<file path="config.mk">
export PLATFORM = sky130hd
export DESIGN_NAME = gzmhc_frame
export DESIGN_NICKNAME = d
export VERILOG_FILES = /design/src/gzmhc_pkg.sv /design/src/gzmhc_crc32.sv /design/src/gzmhc_frame.sv
export SDC_FILE = /design/constraint.sdc
export NUM_CORES = 1
export LEC_CHECK = 0
export ABC_AREA = 1
export BUFFER_PORTS_ARGS = -buffer_cell sky130_fd_sc_hd__buf_2
export CAP_MARGIN = 20
export CELL_PAD_IN_SITES_DETAIL_PLACEMENT = 1
export CELL_PAD_IN_SITES_GLOBAL_PLACEMENT = 2
export CORE_ASPECT_RATIO = 2
export CORE_UTILIZATION = 30
export DETAILED_ROUTE_END_ITERATION = 7
export GPL_ROUTABILITY_DRIVEN = 0
export PLACE_DENSITY_LB_ADDON = 0.1
export SLEW_MARGIN = 5
export SYNTH_ARGS = -nofsm -noshare
export SYNTH_HDL_FRONTEND = slang
export SYNTH_HIERARCHICAL = 1
export SYNTH_SLANG_ARGS = --single-unit
</file>
<file path="constraint.sdc">
create_clock -name clk -period 3.3 [get_ports clk]
set_clock_uncertainty 0.15 [all_clocks]
set_input_delay 0.825 -clock clk [delete_from_list [all_inputs] [get_ports clk]]
set_output_delay 0.825 -clock clk [all_outputs]
set_load 0.02 [all_outputs]
</file>
<file path="src/gzmhc_pkg.sv">
// ----------------------------------------------------------------------------
// gzmhc_pkg
// types and codes shared by the gzip member framing checker
// ----------------------------------------------------------------------------
`timescale 1ns / 1ps

package gzmhc_pkg;

  typedef struct packed {
    logic [1:0] opcode;
    logic [7:0] data_byte;
  } gzmhc_in_t;

  typedef struct packed {
    logic [1:0] status;
    logic [3:0] error_code;
  } gzmhc_out_t;

  // one request handed from the input register to the framing stage
  typedef struct packed {
    logic      fire;
    gzmhc_in_t item;
  } gzmhc_step_t;

  // item kinds
  localparam logic [1:0] OP_CONTAINER = 2'd0;
  localparam logic [1:0] OP_PAYLOAD   = 2'd1;
  localparam logic [1:0] OP_BODY_END  = 2'd2;
  localparam logic [1:0] OP_INPUT_END = 2'd3;

  // result status
  localparam logic [1:0] ST_MORE   = 2'd0;
  localparam logic [1:0] ST_HEADER = 2'd1;
  localparam logic [1:0] ST_DONE   = 2'd2;
  localparam logic [1:0] ST_ERROR  = 2'd3;

  // error codes
  localparam logic [3:0] ERR_NONE         = 4'd0;
  localparam logic [3:0] ERR_NOT_GZIP     = 4'd1;
  localparam logic [3:0] ERR_BAD_METHOD   = 4'd2;
  localparam logic [3:0] ERR_CRC          = 4'd3;
  localparam logic [3:0] ERR_SIZE         = 4'd4;
  localparam logic [3:0] ERR_TRUNC_HEADER = 4'd5;
  localparam logic [3:0] ERR_TRUNC_BODY   = 4'd6;
  localparam logic [3:0] ERR_TRUNC_TRAIL  = 4'd7;
  localparam logic [3:0] ERR_MISPLACED    = 4'd8;

  // framing phases
  localparam logic [3:0] PH_FIXED   = 4'd0;
  localparam logic [3:0] PH_XLEN    = 4'd1;
  localparam logic [3:0] PH_XDATA   = 4'd2;
  localparam logic [3:0] PH_NAME    = 4'd3;
  localparam logic [3:0] PH_COMMENT = 4'd4;
  localparam logic [3:0] PH_HCRC    = 4'd5;
  localparam logic [3:0] PH_BODY    = 4'd6;
  localparam logic [3:0] PH_TRAILER = 4'd7;
  localparam logic [3:0] PH_DONE    = 4'd8;

  // header constants
  localparam logic [7:0]  MAGIC_ID1     = 8'h1f;
  localparam logic [7:0]  MAGIC_ID2     = 8'h8b;
  localparam logic [7:0]  METHOD_DEFLATE = 8'h08;
  localparam logic [3:0]  FIXED_LEN     = 4'd10;
  localparam logic [3:0]  TRAILER_LEN   = 4'd8;
  localparam logic [3:0]  HCRC_LEN      = 4'd2;
  localparam logic [3:0]  XLEN_LEN      = 4'd2;

  // header_flags bit positions
  localparam int FL_HCRC    = 0;
  localparam int FL_EXTRA   = 1;
  localparam int FL_NAME    = 2;
  localparam int FL_COMMENT = 3;

  localparam logic [31:0] CRC_POLY   = 32'hEDB88320;
  localparam logic [31:0] CRC_PRESET = 32'hFFFFFFFF;

endpackage

</file>
<file path="src/gzmhc_crc32.sv">
// ----------------------------------------------------------------------------
// gzmhc_crc32
// one-byte update of the reflected crc-32 used by the gzip trailer
// ----------------------------------------------------------------------------
`timescale 1ns / 1ps

module gzmhc_crc32 (
  input  logic [31:0] crc_in,
  input  logic [7:0]  data_in,
  output logic [31:0] crc_out
);
  import gzmhc_pkg::*;

  always_comb begin
    logic [31:0] c;
    c = crc_in ^ {24'd0, data_in};
    for (int k = 0; k < 8; k++) begin
      c = c[0] ? (CRC_POLY ^ {1'b0, c[31:1]}) : {1'b0, c[31:1]};
    end
    crc_out = c;
  end

endmodule

</file>
<file path="src/gzmhc_frame.sv">
// ----------------------------------------------------------------------------
// gzmhc_frame
// member framing state: header walk, payload crc and size, trailer check
// ----------------------------------------------------------------------------
`timescale 1ns / 1ps

module gzmhc_frame (
  input  logic                   clk,
  input  logic                   rst_n,
  input  gzmhc_pkg::gzmhc_step_t step,
  output gzmhc_pkg::gzmhc_out_t  res
);
  import gzmhc_pkg::*;

  logic [3:0]  phase_r, phase_nxt;
  logic [3:0]  stage_count_r, stage_count_nxt;
  logic [3:0]  header_flags_r, header_flags_nxt;
  logic [15:0] extra_remaining_r, extra_remaining_nxt;
  logic [31:0] crc_r, crc_nxt;
  logic [31:0] payload_size_r, payload_size_nxt;
  logic [63:0] trailer_shift_r, trailer_shift_nxt;
  logic [3:0]  error_r, error_nxt;
  logic [31:0] crc_upd;

  gzmhc_crc32 u_crc (
    .crc_in  (crc_r),
    .data_in (step.item.data_byte),
    .crc_out (crc_upd)
  );

  // skip optional header parts whose flag is clear, and the extra data when its length is zero
  function automatic logic [3:0] next_phase(input logic [3:0] done,
                                            input logic [3:0] flags,
                                            input logic [15:0] extra);
    logic [3:0] p;
    p = done + 4'd1;
    if (p == PH_XLEN && !flags[FL_EXTRA]) p = PH_NAME;
    if (p == PH_XDATA && extra == 16'd0) p = PH_NAME;
    if (p == PH_NAME && !flags[FL_NAME]) p = PH_COMMENT;
    if (p == PH_COMMENT && !flags[FL_COMMENT]) p = PH_HCRC;
    if (p == PH_HCRC && !flags[FL_HCRC]) p = PH_BODY;
    return p;
  endfunction

  always_comb begin
    logic [1:0]  st;
    logic [7:0]  b;
    logic [3:0]  sc_inc;
    logic [3:0]  np;
    logic [3:0]  fl;
    logic [15:0] ext;
    logic [63:0] tsh;

    phase_nxt           = phase_r;
    stage_count_nxt     = stage_count_r;
    header_flags_nxt    = header_flags_r;
    extra_remaining_nxt = extra_remaining_r;
    crc_nxt             = crc_r;
    payload_size_nxt    = payload_size_r;
    trailer_shift_nxt   = trailer_shift_r;
    error_nxt           = error_r;
    st                  = ST_MORE;
    b                   = step.item.data_byte;
    sc_inc              = stage_count_r + 4'd1;
    np                  = PH_BODY;
    fl                  = header_flags_r;
    ext                 = extra_remaining_r;
    tsh                 = {b, trailer_shift_r[63:8]};

    if (error_r != ERR_NONE) begin
      st = ST_ERROR;
    end else if (phase_r == PH_DONE) begin
      st = ST_DONE;
    end else if (phase_r <= PH_HCRC) begin
      if (step.item.opcode == OP_CONTAINER) begin
        case (phase_r)
          PH_FIXED: begin
            if (stage_count_r < 4'd4) begin
              trailer_shift_nxt[8*stage_count_r[1:0] +: 8] = b;
            end
            stage_count_nxt = sc_inc;
            if (sc_inc == FIXED_LEN) begin
              if (trailer_shift_r[7:0] != MAGIC_ID1 || trailer_shift_r[15:8] != MAGIC_ID2)
                begin
                st        = ST_ERROR;
                error_nxt = ERR_NOT_GZIP;
              end else if (trailer_shift_r[23:16] != METHOD_DEFLATE) begin
                st        = ST_ERROR;
                error_nxt = ERR_BAD_METHOD;
              end else begin
                fl                = trailer_shift_r[28:25];
                header_flags_nxt  = fl;
                trailer_shift_nxt = 64'd0;
                np                = next_phase(PH_FIXED, fl, extra_remaining_r);
                phase_nxt         = np;
                stage_count_nxt   = 4'd0;
                st                = (np == PH_BODY) ? ST_HEADER : ST_MORE;
              end
            end
          end
          PH_XLEN: begin
            ext = extra_remaining_r;
            if (stage_count_r[0]) ext[15:8] = b;
            else ext[7:0] = b;
            extra_remaining_nxt = ext;
            stage_count_nxt     = sc_inc;
            if (sc_inc == XLEN_LEN) begin
              np              = next_phase(PH_XLEN, fl, ext);
              phase_nxt       = np;
              stage_count_nxt = 4'd0;
              st              = (np == PH_BODY) ? ST_HEADER : ST_MORE;
            end
          end
          PH_XDATA: begin
            ext                 = extra_remaining_r - 16'd1;
            extra_remaining_nxt = ext;
            if (ext == 16'd0) begin
              np              = next_phase(PH_XDATA, fl, ext);
              phase_nxt       = np;
              stage_count_nxt = 4'd0;
              st              = (np == PH_BODY) ? ST_HEADER : ST_MORE;
            end
          end
          PH_NAME, PH_COMMENT: begin
            // zero byte terminates the string
            if (b == 8'd0) begin
              np              = next_phase(phase_r, fl, extra_remaining_r);
              phase_nxt       = np;
              stage_count_nxt = 4'd0;
              st              = (np == PH_BODY) ? ST_HEADER : ST_MORE;
            end
          end
          default: begin
            stage_count_nxt = sc_inc;
            if (sc_inc == HCRC_LEN) begin
              np              = next_phase(PH_HCRC, fl, extra_remaining_r);
              phase_nxt       = np;
              stage_count_nxt = 4'd0;
              st              = (np == PH_BODY) ? ST_HEADER : ST_MORE;
            end
          end
        endcase
      end else if (step.item.opcode == OP_INPUT_END) begin
        st        = ST_ERROR;
        error_nxt = ERR_TRUNC_HEADER;
      end else begin
        st        = ST_ERROR;
        error_nxt = ERR_MISPLACED;
      end
    end else if (phase_r == PH_BODY) begin
      case (step.item.opcode)
        OP_PAYLOAD: begin
          crc_nxt          = crc_upd;
          payload_size_nxt = payload_size_r + 32'd1;
        end
        OP_BODY_END: begin
          phase_nxt         = PH_TRAILER;
          stage_count_nxt   = 4'd0;
          trailer_shift_nxt = 64'd0;
        end
        OP_INPUT_END: begin
          st        = ST_ERROR;
          error_nxt = ERR_TRUNC_BODY;
        end
        default: begin
          // container bytes in the body belong to the inflater
          st = ST_MORE;
        end
      endcase
    end else if (phase_r == PH_TRAILER) begin
      if (step.item.opcode == OP_CONTAINER) begin
        trailer_shift_nxt = tsh;
        stage_count_nxt   = sc_inc;
        if (sc_inc >= TRAILER_LEN) begin
          if (tsh[31:0] != ~crc_r) begin
            st        = ST_ERROR;
            error_nxt = ERR_CRC;
          end else if (tsh[63:32] != payload_size_r) begin
            st        = ST_ERROR;
            error_nxt = ERR_SIZE;
          end else begin
            phase_nxt = PH_DONE;
            st        = ST_DONE;
          end
        end
      end else if (step.item.opcode == OP_INPUT_END) begin
        st        = ST_ERROR;
        error_nxt = ERR_TRUNC_TRAIL;
      end else begin
        st        = ST_ERROR;
        error_nxt = ERR_MISPLACED;
      end
    end else begin
      st        = ST_ERROR;
      error_nxt = ERR_MISPLACED;
    end

    res.status     = st;
    res.error_code = (st == ST_ERROR) ? error_nxt : ERR_NONE;
  end

  always_ff @(posedge clk) begin
    if (!rst_n) begin
      phase_r           <= PH_FIXED;
      stage_count_r     <= 4'd0;
      header_flags_r    <= 4'd0;
      extra_remaining_r <= 16'd0;
      crc_r             <= CRC_PRESET;
      payload_size_r    <= 32'd0;
      trailer_shift_r   <= 64'd0;
      error_r           <= ERR_NONE;
    end else if (step.fire) begin
      phase_r           <= phase_nxt;
      stage_count_r     <= stage_count_nxt;
      header_flags_r    <= header_flags_nxt;
      extra_remaining_r <= extra_remaining_nxt;
      crc_r             <= crc_nxt;
      payload_size_r    <= payload_size_nxt;
      trailer_shift_r   <= trailer_shift_nxt;
      error_r           <= error_nxt;
    end
  end

endmodule

</file>
* After elaboration in Yosys (flattened, before gate mapping)
Index checks and enable logic that the tools add are counted.
** Operators by class
- Add/sub/neg operators :: 5
- $mul :: 0
- Eq/ne operators :: 48
- Bitwise logic cells :: 15
- $lt $le $gt $ge :: 3
- Reductions and logical operators :: 40
- Muxes and demuxes :: 233
- Divide/modulo/power cells :: 0
- Shift operators :: 2
** Operators by type and width (count)
- $mux W64 :: 11
- $mux W4 :: 172
- $mux W32 :: 8
- $not A13 Y14 :: 8
- $mux W8 :: 12
- $bwmux W64 :: 1
- $ne A32 B32 Y1 :: 2
- $shift A8 B34 Y64 const A :: 1
- $shiftx A8 B34 Y64 :: 1
- $eq A4 B3 Y1 const B :: 15
- $logic_not A16 Y1 :: 3
- $neg A5 Y34 :: 1
- $add A32 B1 Y32 const B :: 1
- $eq A4 B2 Y1 const B :: 8
- $not A32 Y32 :: 1
- $pmux W16 S2 :: 1
- $xor A32 B8 Y32 :: 1
- $mux W2 :: 13
- $ne A3 B3 Y1 const B :: 8
- $reduce_and A9 Y1 :: 2
- $reduce_and A17 Y1 :: 1
- $pmux W4 S4 :: 1
- $sub A16 B1 Y16 const B :: 1
- $logic_and A1 B1 Y1 :: 14
- other kinds (30) :: 59
** Storage, ports and cells
- Bits in read-only memories :: 0
- Output and inout port bits :: 6
- Latch bits :: 0
- Word-level logic and storage cells :: 354
- RAM bits :: 0
- Register bits after elaboration :: 160
- Memories kept :: 0

* Depth between registers and ports, before layout
Gate-level depths: netlist of the first run.
- Depth in word-level cells :: 65
- Depth in mapped cells :: 18
- Gate-level depth less buffers :: 18

* Cells and area by module
Netlist of the first run, hierarchy kept.
** By module, submodules not included
- gzmhc_frame :: cells an instance 1516, instances 1, seq. area each 3203.1 sq um, area an instance 9982.1 sq um
- gzmhc_crc32 :: cells an instance 205, instances 1, seq. area each 0.0 sq um, area an instance 1276.2 sq um

* Worst setup path after synthesis of the first run
Ideal clock, no wire load.
- Path type :: input -> output
- Start point :: in step[3] in the netlist's numbering
- End point :: out res[4] in the netlist's numbering
- Data arrival time :: 1942 ps
- Stages :: 13
- Setup slack :: 383 ps
- Required time :: 2325 ps
- Path buffers :: 0
- Cells stage by stage :: inv_1 -> nor2_1 -> a21oi_1 -> nand4_1 -> nor2_1 -> nand2_1 -> nor2_1 -> a22oi_1 -> nand3b_1 -> inv_1 -> nand3_1 -> nand2_1 -> nand2_1
** RTL lines
- start, declared :: line gzmhc_frame.sv:10 : input gzmhc_pkg::gzmhc_step_t step,
- end, declared :: line gzmhc_frame.sv:11 : output gzmhc_pkg::gzmhc_out_t res

==> impl_results.md, run 1 <==
- Detail Placement HPWL: between 30,000 and 40,000 um
- Status: finished, violations left
- Post-Layout Cell Count: approximately 2.3k
- WL/cell: 21.5 um
- CTS tree: yes
- Mean Syn Cell Area: 6.54 um^2
- RSZ-0062 raised after global routing: true
- Post-CTS Hold Fix Bufs: 0
- CP Max Fanout: 7
- Clk_lat worst skew: approximately 460 ps
- Vias in the first global route: ~13k
- Main flop type after synthesis: dfxtp_1
- Initial DRC Count: about 420
- Slowest-stage cell, CP: dfxtp_4
- Async set-reset flop share out of synthesis: 0
- Worst Setup EP: res[4]
- Crit end category: primary output
- Crit. Startpoint: stage_count_r[0]$_SDFFE_PN0P_
- Total iterations of the first detailed-routing run: 5
- Antenna violations before repair: 1
- Synth Cell Area: approximately 11,000 um^2
- Vias: ~12k
- Crit path time final: about 3600 ps
- Gr usage total: 0.267
- Filler cells: around 4.7k
- Power Total: approximately 4.7 mW
- Final hold vios: 0
- Area taken by multi-input logic gates: 7740 um^2
- Grt ovf: 0
- R2r worst-path depth: 22
- Buffers on Ports: 18
- Root Buffer: clkbuf_16
- Commonest non-fill, non-tap cell in the layout: nand2_1
- Die area: about 38,000 um^2
- Period utilization: 1.08
- Worst path max stage delay: roughly 370 ps
- Final wirelength: ~51,000 um
- Reg clk slew, reported paths: roughly 80 ps
- Register area: approximately 3300 um^2
- Hold WS: roughly 350 ps
- I/O pins: 19
- Largest net degree at the start of global routing: 69
- Crit path launch type: flip-flop
- CTS HTree Levels: 4
- EDFF count, synth: 0
- Final Worst Setup Slack: -268 ps
- Min-Delay Path Class: reg -> reg
- VDD IR max: between 0.0003 and 0.0004 V
- Die height: between 200 and 300 um
- Post-route ant nets: 0
- Slew HR: 0.397
- Via density: 5.15
- Worst r2r dst: error_r[0]$_SDFFE_PN0P_
- Commonest cells after routing, fill and taps aside: 457 x nand2_1, 156 x buf_4, 149 x inv_1
- Bufs on Longest Clock Path: 2
- Count of cell types in the netlist: 60
- Register area share after synthesis: 0.285
- Fin nets: 1,906
- Critical Path Stages: 15
- Leakage: roughly 6.3 nW
- CP Data Arrival Time: roughly 2600 ps
- Ys Warns: 6
- Max Freq: around 280 MHz
- Reg2reg start: stage_count_r[0]$_SDFFE_PN0P_
- Cell Chain, Critical Path: buf_12 -> clkbuf_16 -> nand2_2 -> o21a_1 -> nand4_1 -> nor2_1 -> nand2_1 -> nor2_2 -> a22oi_2 -> nand3b_1 -> inv_2 -> nand3_4 -> nand2_2 -> nand2_2 -> buf_6
- Layout cells sized above 1: 0.280
- Yosys reg bits: 160
- Worst Max-Slew Pin Slew: about 900 ps
- DRC violations left: 0
- Setup CP Type: reg -> out
- Failing checks: negative setup slack
- Max-slew violation count: 0
- First-pass GRT wire length: 76,200 um
- Cells after Synth: between 1.5k and 2k
- Std-Cell Rows: 100
- CP Buf/Inv Count: 4
- Placed cells: approximately 2.3k
- Area grow syn2layout: 29.4%
- Core ar.: around 37,000 um^2
- Top delay family on crit path: simple AND/OR/NAND/NOR gates
- Total CTS buffers: 17
- Syn_nets: roughly 1.8k
- CP dominant cell by count: nand2_2
- Clk sink count: 160
- Endpoints failing setup: 4
- Starting Density: 0.304
- Max_cap viols: 0
- Die W: between 100 and 150 um
- P per Cell Area: about 320 nW/um^2
- WP data required: ~2300 ps
- Pre-CTS WS: -202 ps
- FF-to-FF setup slack: between 150 and 200 ps
- Setup_tns: -586 ps
## stage by stage
step           instance area [um^2]   util
2_1_floorplan                 11300      -
3_3_place_gp                  12700  0.343
3_5_place_dp                  12700  0.343
4_1_cts                       14100  0.380
5_1_grt                       14600  0.393
6_report                      14600  0.393
## layer usage
layer	track usage	part of all wire	vias up
li1	-	-	5894
met1	0.253	0.35	5912
met2	0.541	0.56	178
met3	0.0235	0.015	112
met4	0.179	0.072	0
met5	0	0	-
## flip-flops by register name (all words and copies together) (netlist names)
name,cells
stage_count_r,4
phase_r,4
crc_r,32
error_r,4
payload_size_r,32
header_flags_r,4
trailer_shift_r,64
extra_remaining_r,16
## worst min path at each step
stage / from / end / slack [ps] / depth (start not counted)
floorplan: trailer_shift_r[61]$_SDFFE_PN0P_ / trailer_shift_r[61]$_SDFFE_PN0P_ / 310 / 2
global placement: trailer_shift_r[53]$_SDFFE_PN0P_ / trailer_shift_r[53]$_SDFFE_PN0P_ / 330 / 2
detailed placement: trailer_shift_r[41]$_SDFFE_PN0P_ / trailer_shift_r[41]$_SDFFE_PN0P_ / 340 / 2
CTS: trailer_shift_r[41]$_SDFFE_PN0P_ / trailer_shift_r[41]$_SDFFE_PN0P_ / 350 / 2
global route: trailer_shift_r[24]$_SDFFE_PN0P_ / trailer_shift_r[16]$_SDFFE_PN0P_ / 360 / 2
finish: trailer_shift_r[41]$_SDFFE_PN0P_ / trailer_shift_r[41]$_SDFFE_PN0P_ / 350 / 2
## report_power, final
part	switching (mW)	internal, mW
combinational	0.448	0.266
sequential	0.0137	1.93
clock	0.972	1.10
total	1.43	3.30
## cell usage after synthesis (16+ instances only)
master / instances / share of area
or2_2: 26 / 0.014
ha_1: 17 / 0.019
clkbuf_1: 35 / 0.012
nand2_4: 16 / 0.016
nand2_2: 19 / 0.011
o21ai_0: 71 / 0.032
inv_1: 167 / 0.056
xnor2_1: 29 / 0.023
nand2_1: 494 / 0.16
a21oi_1: 132 / 0.059
o211ai_1: 38 / 0.025
nor3_1: 36 / 0.016
nor2_1: 130 / 0.043
dfxtp_1: 160 / 0.28
xor2_1: 83 / 0.065
nand4_1: 37 / 0.021
nand3_1: 92 / 0.041
## logic make-up (layout without fill, tap and decap cells)
family | after synthesis | after routing | synth area share
AOI/OAI and AO/OA | 279 | 279 | 0.140
xor gates and xnor gates | 118 | 118 | 0.0978
adders and majority gates | 17 | 17 | 0.0189
buffers and inverters | 240 | 408 | 0.0864
DFF | 160 | 160 | 0.285
muxes | 1 | 1 | 0.000889
other | 0 | 1 | 0
and+or+nand+nor | 906 | 906 | 0.371
## final cells by class
| type | count | share of cell area |
|---|---|---|
| inverter | 180 | 0.0486 |
| clock inverter | 13 | 0.00885 |
| tap | 459 | 0.0394 |
| timing repair buffer | 196 | 0.114 |
| multi-input combinational | 1321 | 0.531 |
| antenna | 1 | 0.000172 |
| clock buffer | 19 | 0.0311 |
| sequential | 160 | 0.226 |
## worst register-to-register path: stages (launching register included)
cell	delay, ps
dfxtp_4	370
ha_4	160
xnor2_2	190
nand2_1	90
nor2_2	150
inv_1	70
nor2_2	130
inv_2	60
o21ai_2	170
buf_4	140
nand2_2	40
o21ai_2	70
nand2_2	100
buf_6	120
buf_6	100
buf_4	120
buf_4	120
buf_4	120
buf_4	120
buf_4	120
buf_4	120
buf_4	120
a21oi_2	110
## what timing repair did
| item | 4_1_cts | 5_1_grt |
|---|---|---|
| pin swaps | 46 | 46 |
| gates resized for setup | 178 | 97 |
| setup buffers | 34 | 18 |
| gates cloned | 1 | 2 |
| setup endpoints to repair | 6 | 7 |
Power figures use the tool's default switching activity.
==> run 2, diff against run 1 <==
--- a/config.mk
+++ b/config.mk
@@ -11,7 +11,7 @@
 export CELL_PAD_IN_SITES_DETAIL_PLACEMENT = 1
 export CELL_PAD_IN_SITES_GLOBAL_PLACEMENT = 2
 export CORE_ASPECT_RATIO = 2
-export CORE_UTILIZATION = 30
+export CORE_UTILIZATION = 36
 export DETAILED_ROUTE_END_ITERATION = 7
 export GPL_ROUTABILITY_DRIVEN = 0
 export PLACE_DENSITY_LB_ADDON = 0.1
==> impl_results.md, run 2 (synthesized netlist as in run 1, its figures left out) <==
- I/O pins: 19 (unchanged)
- RSZ-0062 raised after global routing: true (unchanged)
- CTS HTree Levels: 4 (unchanged)
- Leakage: 6.21 nW (was 6.26 nW)
- Clk sink count: 160 (unchanged)
- Die W: 127 um (was 139 um)
- Filler cells: 3,958 (was 4,718)
- Fin nets: 1,895 (was 1,906)
- Post-CTS Hold Fix Bufs: 0 (unchanged)
- Commonest non-fill, non-tap cell in the layout: nand2_1 (unchanged)
- Grt ovf: 0 (unchanged)
- Layout cells sized above 1: 0.287 (was 0.280)
- Max Freq: 277 MHz (was 280 MHz)
- Period utilization: 1.09 (was 1.08)
- Worst Max-Slew Pin Slew: 634 ps (was 904 ps)
- Root Buffer: clkbuf_16 (unchanged)
- Bufs on Longest Clock Path: 2 (unchanged)
- Crit. Startpoint: stage_count_r[0]$_SDFFE_PN0P_ (unchanged)
- Area grow syn2layout: 28.7% (was 29.4%)
- Cell Chain, Critical Path: buf_4 -> nand3_1 -> xor2_1 -> buf_4 -> nand3_1 -> nor2_1 -> a22oi_1 -> nand3b_1 -> inv_1 -> nand3_4 -> nand2_2 -> nand2_2 -> buf_6 (was buf_12 -> clkbuf_16 -> nand2_2 -> o21a_1 -> nand4_1 -> nor2_1 -> nand2_1 -> nor2_2 -> a22oi_2 -> nand3b_1 -> inv_2 -> nand3_4 -> nand2_2 -> nand2_2 -> buf_6)
- Post-route ant nets: 0 (unchanged)
- Crit end category: primary output (unchanged)
- Total CTS buffers: 17 (unchanged)
- Max FFs per register: 64 (unchanged)
- Vias: 12.1k (about the same)
- Die height: 252 um (was 276 um)
- Endpoints failing setup: 5 (was 4)
- Detail Placement HPWL: 36,600 um (was 39,800 um)
- Min-Delay Path Class: reg -> reg (unchanged)
- Setup_tns: -656 ps (was -586 ps)
- Die area: 32,000 um^2 (was 38,400 um^2)
- Core ar.: 30,900 um^2 (was 37,000 um^2)
- Reg clk slew, reported paths: 80 ps (about the same)
- Gr usage total: 0.307 (was 0.267)
- Commonest cells after routing, fill and taps aside: 464 x nand2_1, 151 x buf_4, 140 x inv_1 (was 457 x nand2_1, 156 x buf_4, 149 x inv_1)
- Std-Cell Rows: 91 (was 100)
- P per Cell Area: 336 nW/um^2 (was 325 nW/um^2)
- Failing checks: negative setup slack (unchanged)
- Final wirelength: 48,600 um (was 50,500 um)
- Final hold vios: 0 (unchanged)
- Slowest-stage cell, CP: dfxtp_4 (unchanged)
- Slew HR: 0.572 (was 0.397)
- Worst Setup EP: res[4] (unchanged)
- DRC violations left: 0 (unchanged)
- Vias in the first global route: 12.7k (was 12.8k)
- Total iterations of the first detailed-routing run: 6 (was 5)
- Starting Density: 0.365 (was 0.304)
- WP data required: 2320 ps (about the same)
- Largest registers: trailer_shift_r: 64 flops, crc_r: 32 flops, payload_size_r: 32 flops (unchanged)
- VDD IR max: 0.000378 V (was 0.000343 V)
- Crit path time final: 3610 ps (was 3570 ps)
- Via density: 5.28 (was 5.15)
- Post-Layout Cell Count: 2,297 (was 2,349)
- First-pass GRT wire length: 73,300 um (was 76,200 um)
- Max_cap viols: 0 (unchanged)
- R2r worst-path depth: 30 (was 22)
- WL/cell: 21.1 um (was 21.5 um)
- CP Data Arrival Time: 2630 ps (was 2590 ps)
- Final Worst Setup Slack: -310 ps (was -268 ps)
- Antenna violations before repair: 1 (unchanged)
- Buffers on Ports: 18 (unchanged)
- Initial DRC Count: 491 (was 424)
- Worst r2r dst: phase_r[1]$_SDFFE_PN0P_ (was error_r[0]$_SDFFE_PN0P_)
- Max-slew violation count: 0 (unchanged)
- Largest net degree at the start of global routing: 69 (unchanged)
- Placed cells: 2,192 (was 2,267)
- Crit path launch type: flip-flop (unchanged)
- CTS tree: yes (unchanged)
- Setup CP Type: reg -> out (unchanged)
- Worst path max stage delay: 370 ps (about the same)
- Top reg by flops: trailer_shift_r (unchanged)
- Reg2reg start: phase_r[0]$_SDFFE_PN0P_ (was stage_count_r[0]$_SDFFE_PN0P_)
- FF-to-FF setup slack: -200 ps (was 190 ps)
- CP Max Fanout: 4 (was 7)
- Status: finished, violations left (unchanged)
- Clk_lat worst skew: 460 ps (about the same)
## run 2: cell types whose count changed in the layout (fill, tap and decap cells not counted), moves of 9 or more
cell / before / now
inv_1: 149 / 140
dfxtp_1: 112 / 83
dfxtp_2: 36 / 54
dfxtp_4: 12 / 23
a21oi_1: 114 / 125
a21oi_2: 19 / 8
## run 2: worst min path at each step
stage,start,end,slack (ps),cells after the start
after global routing,trailer_shift_r[49]$_SDFFE_PN0P_,trailer_shift_r[49]$_SDFFE_PN0P_,370,2
after floorplan,trailer_shift_r[61]$_SDFFE_PN0P_,trailer_shift_r[61]$_SDFFE_PN0P_,310,2
after global placement,trailer_shift_r[49]$_SDFFE_PN0P_,trailer_shift_r[49]$_SDFFE_PN0P_,330,2
after CTS,trailer_shift_r[49]$_SDFFE_PN0P_,trailer_shift_r[49]$_SDFFE_PN0P_,350,2
final,trailer_shift_r[49]$_SDFFE_PN0P_,trailer_shift_r[49]$_SDFFE_PN0P_,340,2
after detailed placement,trailer_shift_r[49]$_SDFFE_PN0P_,trailer_shift_r[49]$_SDFFE_PN0P_,340,2
## run 2: critical path, delay by kind of cell, from the launching register on
family	cells	cell delay [ps]
compound gates	1	100
simple gates	7	850
buf+inv	4	560
flops	1	370
xor+xnor	1	300
## run 2: final cells by class
| class | instances | area (um^2) | share of cell area |
|---|---|---|---|
| Clock inverter | 14 | 203 | 0.0140 |
| Timing Repair Buffer | 185 | 1510 | 0.104 |
| Sequential cell | 160 | 3360 | 0.232 |
| Multi-Input combinational cell | 1321 | 7730 | 0.534 |
| Antenna cell | 1 | 2.50 | 0.000173 |
| Inverter | 180 | 721 | 0.0497 |
| Tap cell | 418 | 523 | 0.0361 |
| Clock buffer | 18 | 439 | 0.0303 |
## run 2: stage by stage
step / hold slack [ps] / total power, mW / utilization / setup WS [ps] / instance area [um^2]
5_1_grt: 374 / 5.01 / 0.470 / -401 / 14500
3_5_place_dp: 337 / 2.60 / 0.401 / -222 / 12400
4_1_cts: 348 / 4.88 / 0.450 / -195 / 13900
6_report: 343 / 4.86 / 0.470 / -310 / 14500
2_1_floorplan: 311 / 2.37 / - / 383 / 11300
3_3_place_gp: 329 / 2.59 / 0.401 / -183 / 12400
## run 2: per-layer routing
layer | GRT usage | up-vias | wire length (um)
met3 | 0.0375 | 123 | 788
met5 | 0 | - | 0
met4 | 0.204 | 0 | 3370
met1 | 0.302 | 5971 | 17500
li1 | - | 5853 | -
met2 | 0.592 | 170 | 26900
## run 2: what timing repair did
| action | 4_1_cts | 5_1_grt |
|---|---|---|
| buffers inserted | 50 | 27 |
| gates resized for setup | 175 | 145 |
| pin swaps | 43 | 53 |
| setup endpoints to repair | 6 | 11 |
## run 2: report_power, final
group | total, mW | internal, mW | switching, mW
Combinational | 0.671 | 0.242 | 0.429
Sequential | 1.94 | 1.93 | 0.0140
Clock | 2.25 | 1.30 | 0.952
==> run 3, diff against run 2 <==
--- a/config.mk
+++ b/config.mk
@@ -5,13 +5,13 @@
 export SDC_FILE = /design/constraint.sdc
 export NUM_CORES = 1
 export LEC_CHECK = 0
-export ABC_AREA = 1
+export ABC_AREA = 0
 export BUFFER_PORTS_ARGS = -buffer_cell sky130_fd_sc_hd__buf_2
 export CAP_MARGIN = 20
 export CELL_PAD_IN_SITES_DETAIL_PLACEMENT = 1
 export CELL_PAD_IN_SITES_GLOBAL_PLACEMENT = 2
 export CORE_ASPECT_RATIO = 2
-export CORE_UTILIZATION = 36
+export CORE_UTILIZATION = 37
 export DETAILED_ROUTE_END_ITERATION = 7
 export GPL_ROUTABILITY_DRIVEN = 0
 export PLACE_DENSITY_LB_ADDON = 0.1
==> impl_results.md, run 3 <==
- Grt ovf: 0 (unchanged)
- Inserted Diodes: 0 (was 1)
- Pre-CTS WS: -467 ps (was -222 ps)
- Crit path time final: 3930 ps (was 3610 ps)
- VDD IR max: 0.000369 V (was 0.000378 V)
- Final hold vios: 0 (unchanged)
- Bufs on Longest Clock Path: 2 (unchanged)
- Filler cells: 3,233 (was 3,958)
- Antenna violations before repair: 0 (was 1)
- Area grow syn2layout: 33.0% (was 28.7%)
- Final design utilization: 0.502 (was 0.470)
- Initial DRC Count: 479 (was 491)
- Status: finished, violations left (unchanged)
- Top reg by flops: trailer_shift_r (unchanged)
- Failing checks: negative setup slack (unchanged)
- Clk sink count: 160 (unchanged)
- WP data required: 2320 ps (about the same)
- Top cells by count, synth: 164 x nand2_1, 160 x dfxtp_1, 125 x nor2_1 (was 494 x nand2_1, 167 x inv_1, 160 x dfxtp_1)
- Max-slew violation count: 0 (unchanged)
- Largest net degree at the start of global routing: 76 (was 69)
- Std-Cell Rows: 84 (was 91)
- Total CTS buffers: 17 (unchanged)
- Count of cell types in the netlist: 85 (was 60)
- Main flop type after synthesis: dfxtp_1 (unchanged)
- Syn_nets: 1,276 (was 1,751)
- Commonest cells after routing, fill and taps aside: 252 x buf_4, 160 x nand2_1, 142 x dfxtp_1 (was 464 x nand2_1, 151 x buf_4, 140 x inv_1)
- Starting Density: 0.378 (was 0.365)
- Synth Cell Area: 10,000 um^2 (was 11,300 um^2)
- Leakage: 5.45 nW (was 6.21 nW)
- Vias: 10.1k (was 12.1k)
- Yosys reg bits: 160 (unchanged)
- Die height: 235 um (was 252 um)
- Ys Warns: 6 (unchanged)
- EDFF count, synth: 0 (unchanged)
- Layout cells sized above 1: 0.279 (was 0.287)
- Core ar.: 26,500 um^2 (was 30,900 um^2)
- Max_cap viols: 0 (unchanged)
- WL/cell: 22.5 um (was 21.1 um)
- Max FFs per register: 64 (unchanged)
- Period utilization: 1.19 (was 1.09)
- Power Total: 4.49 mW (was 4.86 mW)
- Reg clk slew, reported paths: 70 ps (was 80 ps)
- Final Worst Setup Slack: -627 ps (was -310 ps)
- I/O pins: 19 (unchanged)
- Largest cells by area after synthesis: dfxtp_1 32%, xnor2_1 8.2%, nand2_1 6.2% (was dfxtp_1 28%, nand2_1 16%, xor2_1 6.5%)
- Buffers on Ports: 18 (unchanged)
- Async set-reset flop share out of synthesis: 0 (unchanged)
- Post-route ant nets: 0 (unchanged)
- Root Buffer: clkbuf_16 (unchanged)
- Min-Delay Path Class: reg -> reg (unchanged)
- Clk_lat worst skew: 450 ps (was 460 ps)
- DRC violations left: 0 (unchanged)
- Vias in the first global route: 10.9k (was 12.7k)
- Largest registers: trailer_shift_r: 64 flops, crc_r: 32 flops, payload_size_r: 32 flops (unchanged)
- Commonest non-fill, non-tap cell in the layout: buf_4 (was nand2_1)
- Setup CP Type: reg -> out (unchanged)
- Endpoints failing setup: 6 (was 5)
- CP Data Arrival Time: 2950 ps (was 2630 ps)
- First-pass GRT wire length: 62,800 um (was 73,300 um)
- CP Max Fanout: 2 (was 4)
- CTS tree: yes (unchanged)
- Mean Syn Cell Area: 8.03 um^2 (was 6.54 um^2)
- Register area share after synthesis: 0.320 (was 0.285)
- Count leader, synth: nand2_1 (unchanged)
- Detail Placement HPWL: 31,500 um (was 36,600 um)
- RSZ-0062 raised after global routing: true (unchanged)
- CTS HTree Levels: 4 (unchanged)
- Crit path launch type: flip-flop (unchanged)
- Die W: 118 um (was 127 um)
- Largest area contributor in the netlist: dfxtp_1 (unchanged)
- M1 GR Usage: 0.286 (was 0.302)
- Top Usage Layer GRT: met2 (unchanged)
- Cells after Synth: 1,246 (was 1,721)
- Via density: 5.53 (was 5.28)
- Gr usage total: 0.301 (was 0.307)
- Met3 Resource Use GR: 0.0333 (was 0.0375)
- Die area: 27,800 um^2 (was 32,000 um^2)
- Post-synth top area share: 0.320 (was 0.285)
- Fin nets: 1,503 (was 1,895)
- Worst Max-Slew Pin Slew: 775 ps (was 634 ps)
- Final wirelength: 41,100 um (was 48,600 um)
- GR Util met2: 0.606 (was 0.592)
- Total iterations of the first detailed-routing run: 5 (was 6)
- Crit end category: primary output (unchanged)
- P per Cell Area: 337 nW/um^2 (was 336 nW/um^2)
- Post-CTS Hold Fix Bufs: 0 (unchanged)
- Slew HR: 0.482 (was 0.572)
- Max Freq: 255 MHz (was 277 MHz)
==> run 3: metrics by stage <==
step / cell area (um^2) / std cells / setup TNS, ps / hold WS, ps
after CTS: 13100 / 1823 / -1660 / 331
final: 13300 / 1829 / -1530 / 330
after global routing: 13300 / 1829 / -2040 / 378
after global placement: 12200 / 1779 / -1110 / 315
after floorplan: 10000 / 1246 / 0 / 323
after detailed placement: 12200 / 1779 / -1120 / 322
==> run 3: kinds of logic after synthesis <==
group           after synthesis  synth area share
simple gates                541             0.266
flops                       160             0.320
mux                          35            0.0355
fa+ha+maj                    17            0.0212
buf+inv                      99            0.0395
xor+xnor                    174             0.171
compound gates              220             0.147
==> run 3: worst paths after layout <==
path,start,endpoint,slack [ps],cells after the start
setup reg to reg,phase_r[1]$_SDFFE_PN0P_,trailer_shift_r[13]$_SDFFE_PN0P_,110,14
setup / recovery,extra_remaining_r[1]$_SDFFE_PN0P_,res[4],-630,11
hold reg to reg,stage_count_r[3]$_SDFFE_PN0P_,stage_count_r[3]$_SDFFE_PN0P_,330,2
hold / removal,stage_count_r[3]$_SDFFE_PN0P_,stage_count_r[3]$_SDFFE_PN0P_,330,2
==> run 3: per-layer routing <==
metal | vias up | wire length, um
met4 | 0 | 2290
met2 | 177 | 23600
li1 | 4792 | -
met1 | 5058 | 14600
met3 | 96 | 646
met5 | - | 0
==> run 3: timing repair <==
item,in CTS,in global routing
buffers inserted,13,7
endpoints found under the hold margin,0,0
setup endpoints to repair,6,26
resized for setup,77,32
pin swaps,25,18
==> run 3: area by class of cell <==
class | instances | area (um^2) | area share
clock buffers | 23 | 468 | 0.0352
clock inverters | 8 | 105 | 0.00790
inverters | 27 | 104 | 0.00780
multi-input cells | 987 | 6780 | 0.509
flip-flops and latches | 160 | 3240 | 0.244
well taps | 344 | 430 | 0.0323
repair buffers | 280 | 2180 | 0.164
==> run 3: worst max-delay path, cell delays in order (launching register included) <==
cell      delay, ps
dfxtp_2         320
inv_2            70
ha_4            130
nor3b_4         260
nand4_1         190
o211ai_1        230
and3_1          240
o21ai_2          70
or4b_1          470
o21a_1          230
a21oi_4         150
buf_6           140
==> run 3: power breakdown <==
| part | switching (mW) | internal [mW] |
|---|---|---|
| Combinational | 0.292 | 0.226 |
| Sequential | 0.00719 | 1.93 |
| Clock | 0.879 | 1.15 |
| Total | 1.18 | 3.31 |
